<file path="src/rtl/dspc_pkg.sv">
package dspc_pkg;

  // Largest modulus that the residue histogram supports.
  localparam int MAX_MODULUS = 64;

  // Field widths.
  localparam int VALUE_W = 32;
  localparam int MOD_W   = 7;
  localparam int BIN_W   = 32;
  localparam int TOTAL_W = 63;

  // Width that holds an effective modulus 1..MAX_MODULUS.
  localparam int K_W = $clog2(MAX_MODULUS + 1);
  // Width of a bin index 0..MAX_MODULUS-1.
  localparam int IDX_W = (MAX_MODULUS > 1) ? $clog2(MAX_MODULUS) : 1;
  // Width used to compare the raw register against the limit.
  localparam int CMP_W = (K_W > MOD_W) ? K_W : MOD_W;
  // Bit counter of the remainder unit.
  localparam int DIV_CNT_W = $clog2(VALUE_W);

  // Queue between the front and back parts.
  localparam int QDEPTH  = 2;
  localparam int QPTR_W  = $clog2(QDEPTH);
  localparam int QCNT_W  = $clog2(QDEPTH + 1);

  typedef logic [VALUE_W-1:0] value_t;
  typedef logic [MOD_W-1:0]   modulus_t;
  typedef logic [K_W-1:0]     k_t;
  typedef logic [IDX_W-1:0]   idx_t;
  typedef logic [BIN_W-1:0]   bin_t;
  typedef logic [TOTAL_W-1:0] total_t;

  // One classified item handed from the front part to the back part.
  typedef struct packed {
    idx_t residue;
    idx_t comp;
    logic last;
  } qentry_t;

endpackage

</file>
<file path="src/rtl/dspc_ram.sv">
module dspc_ram #(
  parameter int WIDTH = 32,
  parameter int DEPTH = 64
) (
  input  logic                     clk,
  input  logic                     wr_en,
  input  logic [$clog2(DEPTH)-1:0] wr_addr,
  input  logic [WIDTH-1:0]         wr_data,
  input  logic [$clog2(DEPTH)-1:0] rd_addr,
  output logic [WIDTH-1:0]         rd_data
);

  logic [WIDTH-1:0] mem [DEPTH];

  // One write port and one registered read port.
  always_ff @(posedge clk) begin
    if (wr_en) begin
      mem[wr_addr] <= wr_data;
    end
    rd_data <= mem[rd_addr];
  end

endmodule

</file>
<file path="src/rtl/dspc_front.sv">
module dspc_front (
  input  logic              clk,
  input  logic              rst,
  input  dspc_pkg::modulus_t modulus,
  input  logic              in_valid,
  output logic              in_stall,
  input  dspc_pkg::value_t  value,
  input  logic              last,
  output logic              push,
  output dspc_pkg::qentry_t push_entry,
  input  logic              q_full
);

  import dspc_pkg::*;

  typedef enum logic [2:0] {
    F_IDLE = 3'b001,
    F_DIV  = 3'b010,
    F_PUSH = 3'b100
  } fstate_t;

  fstate_t                state;
  fstate_t                state_next;
  value_t                 value_sr;
  logic                   last_q;
  k_t                     k;
  k_t                     k_eff;
  k_t                     rem;
  logic [K_W:0]           shifted;
  logic [K_W:0]           rem_step;
  logic [DIV_CNT_W-1:0]   cnt;
  logic [CMP_W-1:0]       mod_ext;
  k_t                     comp_full;

  assign in_stall = (state != F_IDLE);

  // Effective modulus: zero acts as one, large values clip to the limit.
  always_comb begin
    mod_ext = CMP_W'(modulus);
    if (mod_ext == '0) begin
      k_eff = K_W'(1);
    end else if (mod_ext > CMP_W'(MAX_MODULUS)) begin
      k_eff = K_W'(MAX_MODULUS);
    end else begin
      k_eff = K_W'(mod_ext);
    end
  end

  // One restoring step: bring in the next value bit, subtract k if it fits.
  always_comb begin
    shifted = {rem, value_sr[VALUE_W-1]};
    if (shifted >= {1'b0, k}) begin
      rem_step = shifted - {1'b0, k};
    end else begin
      rem_step = shifted;
    end
  end

  // Complementary residue (k - r) mod k.
  assign comp_full = (rem == '0) ? '0 : (k - rem);

  assign push               = (state == F_PUSH) && !q_full;
  assign push_entry.residue = IDX_W'(rem);
  assign push_entry.comp    = IDX_W'(comp_full);
  assign push_entry.last    = last_q;

  always_comb begin
    state_next = state;
    case (state)
      F_IDLE: begin
        if (in_valid) begin
          state_next = F_DIV;
        end
      end
      F_DIV: begin
        if (cnt == DIV_CNT_W'(VALUE_W - 1)) begin
          state_next = F_PUSH;
        end
      end
      F_PUSH: begin
        if (!q_full) begin
          state_next = F_IDLE;
        end
      end
      default: state_next = F_IDLE;
    endcase
  end

  always_ff @(posedge clk) begin
    if (rst) begin
      state <= F_IDLE;
    end else begin
      state <= state_next;
    end
  end

  // Operand and remainder registers of the iterative unit.
  always_ff @(posedge clk) begin
    case (state)
      F_IDLE: begin
        if (in_valid) begin
          value_sr <= value;
          last_q   <= last;
          k        <= k_eff;
          rem      <= '0;
          cnt      <= '0;
        end
      end
      F_DIV: begin
        rem      <= K_W'(rem_step);
        value_sr <= {value_sr[VALUE_W-2:0], 1'b0};
        cnt      <= cnt + 1'b1;
      end
      default: begin
      end
    endcase
  end

endmodule

</file>
<file path="src/rtl/dspc_queue.sv">
module dspc_queue (
  input  logic              clk,
  input  logic              rst,
  input  logic              push,
  input  dspc_pkg::qentry_t push_entry,
  output logic              full,
  input  logic              pop,
  output dspc_pkg::qentry_t head,
  output logic              empty
);

  import dspc_pkg::*;

  qentry_t             entries [QDEPTH];
  logic [QPTR_W-1:0]   wr_ptr;
  logic [QPTR_W-1:0]   rd_ptr;
  logic [QCNT_W-1:0]   count;

  assign full  = (count == QCNT_W'(QDEPTH));
  assign empty = (count == '0);
  assign head  = entries[rd_ptr];

  // Pointers and fill count.
  always_ff @(posedge clk) begin
    if (rst) begin
      wr_ptr <= '0;
      rd_ptr <= '0;
      count  <= '0;
    end else begin
      if (push) begin
        wr_ptr <= (wr_ptr == QPTR_W'(QDEPTH - 1)) ? '0 : wr_ptr + 1'b1;
      end
      if (pop) begin
        rd_ptr <= (rd_ptr == QPTR_W'(QDEPTH - 1)) ? '0 : rd_ptr + 1'b1;
      end
      if (push && !pop) begin
        count <= count + 1'b1;
      end else if (pop && !push) begin
        count <= count - 1'b1;
      end
    end
  end

  // Entry storage.
  always_ff @(posedge clk) begin
    if (push) begin
      entries[wr_ptr] <= push_entry;
    end
  end

endmodule

</file>
<file path="src/rtl/dspc_back.sv">
module dspc_back (
  input  logic              clk,
  input  logic              rst,
  input  dspc_pkg::qentry_t head,
  input  logic              q_empty,
  output logic              pop,
  output logic              out_valid,
  input  logic              out_stall,
  output dspc_pkg::total_t  pair_count,
  output logic              set_done
);

  import dspc_pkg::*;

  typedef enum logic [2:0] {
    B_IDLE = 3'b001,
    B_COMP = 3'b010,
    B_OWN  = 3'b100
  } bstate_t;

  localparam total_t TOTAL_MAX = '1;
  localparam bin_t   BIN_MAX   = '1;

  bstate_t                state;
  bstate_t                state_next;
  idx_t                   r_idx;
  idx_t                   c_idx;
  logic                   last_q;
  total_t                 total;
  logic [MAX_MODULUS-1:0] bin_valid;
  logic                   out_free;
  logic                   finish;
  idx_t                   rd_addr;
  bin_t                   rd_data;
  bin_t                   comp_bin;
  bin_t                   own_bin;
  bin_t                   own_bin_next;
  logic [TOTAL_W:0]       sum;

  assign out_free = !out_valid || !out_stall;
  assign pop      = (state == B_IDLE) && !q_empty;
  assign finish   = (state == B_OWN) && out_free;

  // The complementary bin is read first, then the item's own bin.
  assign rd_addr = (state == B_IDLE) ? head.comp : r_idx;

  dspc_ram #(
    .WIDTH (BIN_W),
    .DEPTH (MAX_MODULUS)
  ) u_bins (
    .clk     (clk),
    .wr_en   (finish),
    .wr_addr (r_idx),
    .wr_data (own_bin_next),
    .rd_addr (rd_addr),
    .rd_data (rd_data)
  );

  // A bin not yet written in this set reads as zero.
  assign comp_bin = bin_valid[c_idx] ? rd_data : '0;
  assign own_bin  = bin_valid[r_idx] ? rd_data : '0;
  assign own_bin_next = (own_bin == BIN_MAX) ? own_bin : own_bin + 1'b1;

  // Saturating add of the complementary count to the total.
  assign sum = {1'b0, total} + (TOTAL_W + 1)'(comp_bin);

  always_comb begin
    state_next = state;
    case (state)
      B_IDLE: begin
        if (!q_empty) begin
          state_next = B_COMP;
        end
      end
      B_COMP: state_next = B_OWN;
      B_OWN: begin
        if (out_free) begin
          state_next = B_IDLE;
        end
      end
      default: state_next = B_IDLE;
    endcase
  end

  // Control state, histogram valid bits, total and output handshake.
  always_ff @(posedge clk) begin
    if (rst) begin
      state     <= B_IDLE;
      bin_valid <= '0;
      total     <= '0;
      out_valid <= 1'b0;
    end else begin
      state <= state_next;
      if (state == B_COMP) begin
        total <= sum[TOTAL_W] ? TOTAL_MAX : sum[TOTAL_W-1:0];
      end
      if (finish) begin
        out_valid <= 1'b1;
        if (last_q) begin
          bin_valid <= '0;
          total     <= '0;
        end else begin
          bin_valid[r_idx] <= 1'b1;
        end
      end else if (!out_stall) begin
        out_valid <= 1'b0;
      end
    end
  end

  // Item fields and result payload.
  always_ff @(posedge clk) begin
    if (pop) begin
      r_idx  <= head.residue;
      c_idx  <= head.comp;
      last_q <= head.last;
    end
    if (finish) begin
      pair_count <= total;
      set_done   <= last_q;
    end
  end

endmodule

</file>
<file path="src/rtl/divisible_sum_pair_counter_top.sv">
// Divisible-sum pair counter.
// Input channel: in_valid/in_stall with value (32 bits) and last. Output
// channel: out_valid/out_stall with pair_count (63 bits) and set_done. A
// transaction completes at a clock edge where valid is high and stall is low.
// Each input transaction yields exactly one output transaction holding the
// running number of pairs in the current set whose sum is a multiple of the
// modulus; set_done echoes last, and after it the histogram and total clear.
// The modulus is written through cfg_wr_en/cfg_wr_data; the user must do so
// only while the block is idle, which the block itself does not enforce.
// The bit-serial remainder unit in the front part (one value bit per cycle)
// takes a new value only after it has pushed the last one into the queue; the
// back part does the read-modify-write of the bin memory, and a two-entry
// queue sits between them. Synchronous reset rst sets the modulus to 2,
// empties the queue and the histogram and drops out_valid; no clearing pass
// is needed.
// While out_stall is high the result holds; the front part keeps working and
// the queue fills before in_stall backs up to the sender.
module divisible_sum_pair_counter_top (
  input  logic                 clk,
  input  logic                 rst,
  input  logic                 cfg_wr_en,
  input  dspc_pkg::modulus_t   cfg_wr_data,
  input  logic                 in_valid,
  output logic                 in_stall,
  input  dspc_pkg::value_t     value,
  input  logic                 last,
  output logic                 out_valid,
  input  logic                 out_stall,
  output dspc_pkg::total_t     pair_count,
  output logic                 set_done
);

  import dspc_pkg::*;

  modulus_t modulus;
  logic     push;
  qentry_t  push_entry;
  logic     q_full;
  logic     pop;
  qentry_t  head;
  logic     q_empty;

  // Modulus register.
  always_ff @(posedge clk) begin
    if (rst) begin
      modulus <= MOD_W'(2);
    end else if (cfg_wr_en) begin
      modulus <= cfg_wr_data;
    end
  end

  dspc_front u_front (
    .clk        (clk),
    .rst        (rst),
    .modulus    (modulus),
    .in_valid   (in_valid),
    .in_stall   (in_stall),
    .value      (value),
    .last       (last),
    .push       (push),
    .push_entry (push_entry),
    .q_full     (q_full)
  );

  dspc_queue u_queue (
    .clk        (clk),
    .rst        (rst),
    .push       (push),
    .push_entry (push_entry),
    .full       (q_full),
    .pop        (pop),
    .head       (head),
    .empty      (q_empty)
  );

  dspc_back u_back (
    .clk        (clk),
    .rst        (rst),
    .head       (head),
    .q_empty    (q_empty),
    .pop        (pop),
    .out_valid  (out_valid),
    .out_stall  (out_stall),
    .pair_count (pair_count),
    .set_done   (set_done)
  );

endmodule

</file>
<file path="config.mk">
export PLATFORM = sky130hd
export DESIGN_NAME = divisible_sum_pair_counter_top
export DESIGN_NICKNAME = d
export VERILOG_FILES = /design/src/rtl/dspc_pkg.sv /design/src/rtl/dspc_ram.sv /design/src/rtl/dspc_front.sv /design/src/rtl/dspc_queue.sv /design/src/rtl/dspc_back.sv /design/src/rtl/divisible_sum_pair_counter_top.sv
export SDC_FILE = /design/constraint.sdc
export NUM_CORES = 2
export LEC_CHECK = 0
export BUFFER_PORTS_ARGS = -buffer_cell sky130_fd_sc_hd__buf_4
export CAP_MARGIN = 20
export CORE_MARGIN = 8
export CORE_UTILIZATION = 40
export DETAILED_ROUTE_END_ITERATION = 8
export PLACE_DENSITY = 0.61
export SLEW_MARGIN = 0
export SYNTH_ARGS = -nofsm -noshare
export SYNTH_HDL_FRONTEND = slang
export SYNTH_SLANG_ARGS = --single-unit
export TNS_END_PERCENT = 5
</file>
<file path="constraint.sdc">
create_clock -name clk -period 21.6 [get_ports clk]
set_input_delay 6.48 -clock clk [delete_from_list [all_inputs] [get_ports clk]]
set_output_delay 6.48 -clock clk [all_outputs]
set_load 0.005 [all_outputs]
</file>
==> Flow_metrics.wiki <==
{| class="wikitable"
! Metric !! Value
|-
| Total via count after detailed routing || 47700
|-
| Cells on worst reg2reg path || 11
|-
| Critical register-to-register path startpoint || u_back.state[0]
|-
| Net Count, Synth || 4890
|-
| Launching element type of the critical path || primary input
|-
| Critical path class || primary input to flop
|-
| Status || complete, no violations
|-
| Clock Sink Count || 2381
|-
| R2R Path End || u_back.u_bins.rd_data[8]
|-
| Clk Latency, worst-skew pair || 0.87 ns
|-
| Pwr per Cell Area || 124 nW/µm²
|-
| Final Total Pwr || 0.0131 W
|-
| P_sw || 0.00440 W
|-
| Yosys top cell area share || 71.1%
|-
| Number of rows created at floorplan || 177
|-
| Class of the tightest hold or removal check || flop to flop
|-
| Finished Core Util || 45.8%
|-
| Cell with the most instances after synthesis || sky130_fd_sc_hd__edfxtp_1
|-
| Number of instances in the synthesized netlist || 4794
|-
| Number of cells traversed by the worst hold path || 0
|-
| Port buffer count || 110
|-
| Number of fillers in the final layout || 19200
|-
| Slew of the pin with the lowest slew margin || 1.20 ns
|-
| Die outline height || 498 µm
|-
| Routability congestion estimate || 0.915
|-
| Syn Area/Cell || 19.4 µm²
|-
| TritonCTS clock tree || done
|-
| Die width || 498 µm
|-
| Post-layout minimum cycle time || 9.32 ns
|-
| Post-synth top flop || sky130_fd_sc_hd__edfxtp_1
|-
| Via-to-Cell Ratio || 5.78
|-
| Setup fix buffers added after clock tree synthesis || 0
|-
| Post-route standard cell area excluding fillers || 106000 µm²
|-
| Worst clock skew || 0.0723 ns
|-
| Area Growth Syn to Fin || 14.2%
|-
| Achievable Freq || 0.107 GHz
|-
| Cell area after synthesis || 93000 µm²
|-
| Final HPWL DP || 146000 µm
|-
| Number of antenna violations at the first check in global routing || 11
|-
| P_int || 0.00874 W
|-
| Routed wire length per instance || 29.1 µm
|-
| Crit path arrival time || 9.78 ns
|-
| Number of enable flip-flop cells after synthesis || 2203
|-
| Number of top-level pins || 111
|-
| Most area-hungry cell type in the Yosys netlist || sky130_fd_sc_hd__edfxtp_1
|-
| Synthesis warning total || 0
|-
| Biggest fanout along the worst timing path || 33
|-
| Gate power share || 30.0%
|-
| Max-Slew Margin vs Limit || 20.2%
|-
| Residual overflow from global routing || 0
|-
| IR Drop Worst-Case VDD || 0.000111 V
|-
| Number of standard cells in the layout, taps in and fillers out || 8255
|-
| Global-route wire length before repair || 340000 µm
|-
| Relative contribution of sequential cells to total power || 40.3%
|-
| Total Die Area || 248000 µm²
|-
| Share of final-layout standard cells stronger than drive strength 1 || 24.0%
|-
| Largest net degree at the start of global routing || 95
|-
| Hold path endpoint || u_queue.entries[0][0]
|-
| Routed Antenna Nets || 0
|-
| Floorplan Core Area || 232000 µm²
|-
| Min-Delay Startpoint || u_front.last_q
|-
| Critical Path End Type || flop
|-
| Reported leakage power || 34.0 nW
|-
| Hold violation count in the final report || 0
|-
| Top post-synthesis cells by count || 2203 x sky130_fd_sc_hd__edfxtp_1, 550 x sky130_fd_sc_hd__mux4_2, 250 x sky130_fd_sc_hd__a22oi_1, 234 x sky130_fd_sc_hd__nand2_1, 227 x sky130_fd_sc_hd__a21oi_1
|-
| Max-slew violation total from the final report || 0
|-
| Post-cts repair resize count || 0
|-
| Aggregate global-route resource usage || 18.7%
|-
| Register clock-pin slew on the reported worst setup and hold paths || 0.06 ns
|-
| Number of search-and-repair iterations in the first detailed-routing pass || 6
|-
| Setup slack on the worst flop-to-flop path || 14.50 ns
|-
| Clock buffers created by TritonCTS || 227
|-
| Setup TNS || 0 ns
|-
| Clock root buffer || sky130_fd_sc_hd__clkbuf_16
|-
| Share of the clock period used by the worst path || 43.1%
|-
| Count of state elements after synthesis || 2381
|-
| Nets@finish || 5103
|-
| Endpoint required time on the critical path || 22.06 ns
|-
| DRC || 0
|-
| Clock share of power || 29.8%
|-
| Maximum level of the CTS H-tree || 4
|-
| Cell variety after synth || 65
|-
| Switching power share of the total || 33.5%
|-
| Cell area after placement || 98100 µm²
|-
| Top cells by area in the synthesized netlist || sky130_fd_sc_hd__edfxtp_1 71%, sky130_fd_sc_hd__mux4_2 13%, sky130_fd_sc_hd__dfxtp_1 3.8%
|-
| Endpoints failing setup || 0
|-
| Fraction of synthesis flops using an asynchronous set or reset pin || 0%
|-
| Drt initial violations || 5905
|-
| Unrepaired setup endpoints after global routing || no
|-
| Via count of the first global-routing pass || 46800
|-
| Placed cells || 7786
|-
| Final routed wirelength across all metal layers || 240000 µm
|-
| Portion of the post-synthesis area used by sequential elements || 75.0%
|-
| Hold buffer count at cts || 0
|-
| Number of violations of the max-capacitance limit || 0
|-
| Buffers from clock root to sink, at most || 3
|-
| Initial core utilization || 40.1%
|}
-- critical path: stages --
cell and delay (ns):
sky130_fd_sc_hd__buf_4 0.12, sky130_fd_sc_hd__a21oi_4 0.27, sky130_fd_sc_hd__nor2b_1 0.81, sky130_fd_sc_hd__nand3_1 0.91, sky130_fd_sc_hd__nor2_4 1.14
-- per-stage QoR --
step / hold WS [ns] / setup WS (ns)
2_1_floorplan: 0.421 / 9.32
3_3_place_gp: 0.438 / 11.57
3_5_place_dp: 0.443 / 11.51
4_1_cts: 0.459 / 12.44
5_1_grt: 0.477 / 12.32
6_report: 0.456 / 12.28
-- per-layer routing --
layer  wire (µm)  part of all wire [%]  vias up  global-route usage [%]
met5           0                     0        -                       0
met1      101000                    42    25400                    26.4
met4        9160                   3.8        0                    6.79
met3       19000                   7.9      363                    4.22
li1            -                     -    20200                       -
met2      111000                    46     1833                    28.7
-- flip-flops by register name (all words and copies together), names as in the netlist, 26 cells and up, named ones only --
register	count
u_back.total	63
u_queue.entries	26
u_back.u_bins.mem	2048
u_front.value_sr	32
u_back.pair_count	63
u_back.bin_valid	64
u_back.u_bins.rd_data	32
-- kinds of logic after synthesis --
kind of cell,Yosys count,synth area share [%]
mux,580,13.7
simple gates,673,3.31
compound gates,732,5.16
flops,2381,75.0
buf+inv,290,1.36
xor+xnor,87,0.819
fa+ha+maj,51,0.710
-- cell type report --
cell class / count / area (µm²) / area share (%)
antenna: 5 / 12.5 / 0.0118
clock buffer: 302 / 6170 / 5.81
clock inverter: 127 / 1150 / 1.08
inverter: 37 / 139 / 0.131
multi-input combinational: 2123 / 22900 / 21.5
sequential: 2381 / 69700 / 65.7
tap: 3043 / 3810 / 3.59
timing repair buffer: 237 / 2320 / 2.18
-- layout by cell type (no fill, tap or decap), types with 60 or more instances in the layout --
cell / instances
sky130_fd_sc_hd__a21oi_1: 221
sky130_fd_sc_hd__a22oi_1: 250
sky130_fd_sc_hd__buf_4: 196
sky130_fd_sc_hd__clkbuf_1: 61
sky130_fd_sc_hd__clkbuf_16: 233
sky130_fd_sc_hd__dfxtp_1: 178
sky130_fd_sc_hd__edfxtp_1: 2203
sky130_fd_sc_hd__mux4_2: 550
sky130_fd_sc_hd__nand2_1: 234
sky130_fd_sc_hd__nor2_1: 112
sky130_fd_sc_hd__nor2_4: 94
sky130_fd_sc_hd__o21a_1: 64
sky130_fd_sc_hd__o21ai_0: 60
-- worst max path at each step --
stage | from | to | slack (ns) | depth (start not counted)
detailed placement | out_stall | u_back.u_bins.mem[42][24] | 11.51 | 5
floorplan | out_stall | u_back.u_bins.mem[59][0] | 9.32 | 4
finish | out_stall | u_back.u_bins.mem[40][26] | 12.28 | 5
global placement | out_stall | u_back.u_bins.mem[42][0] | 11.57 | 5
global route | out_stall | u_back.u_bins.mem[41][10] | 12.32 | 5
CTS | out_stall | u_back.u_bins.mem[42][0] | 12.44 | 5
-- power by group through the flow --
stage	Sequential [W]	Clock [W]	Combinational, W
after floorplan	0.00534	0	0.00236
after global placement	0.00539	0	0.00388
after detailed placement	0.00539	0	0.00390
after CTS	0.00529	0.00397	0.00391
after global routing	0.00529	0.00414	0.00409
final	0.00529	0.00391	0.00394
Note: power is estimated with default switching activity, not from simulation.
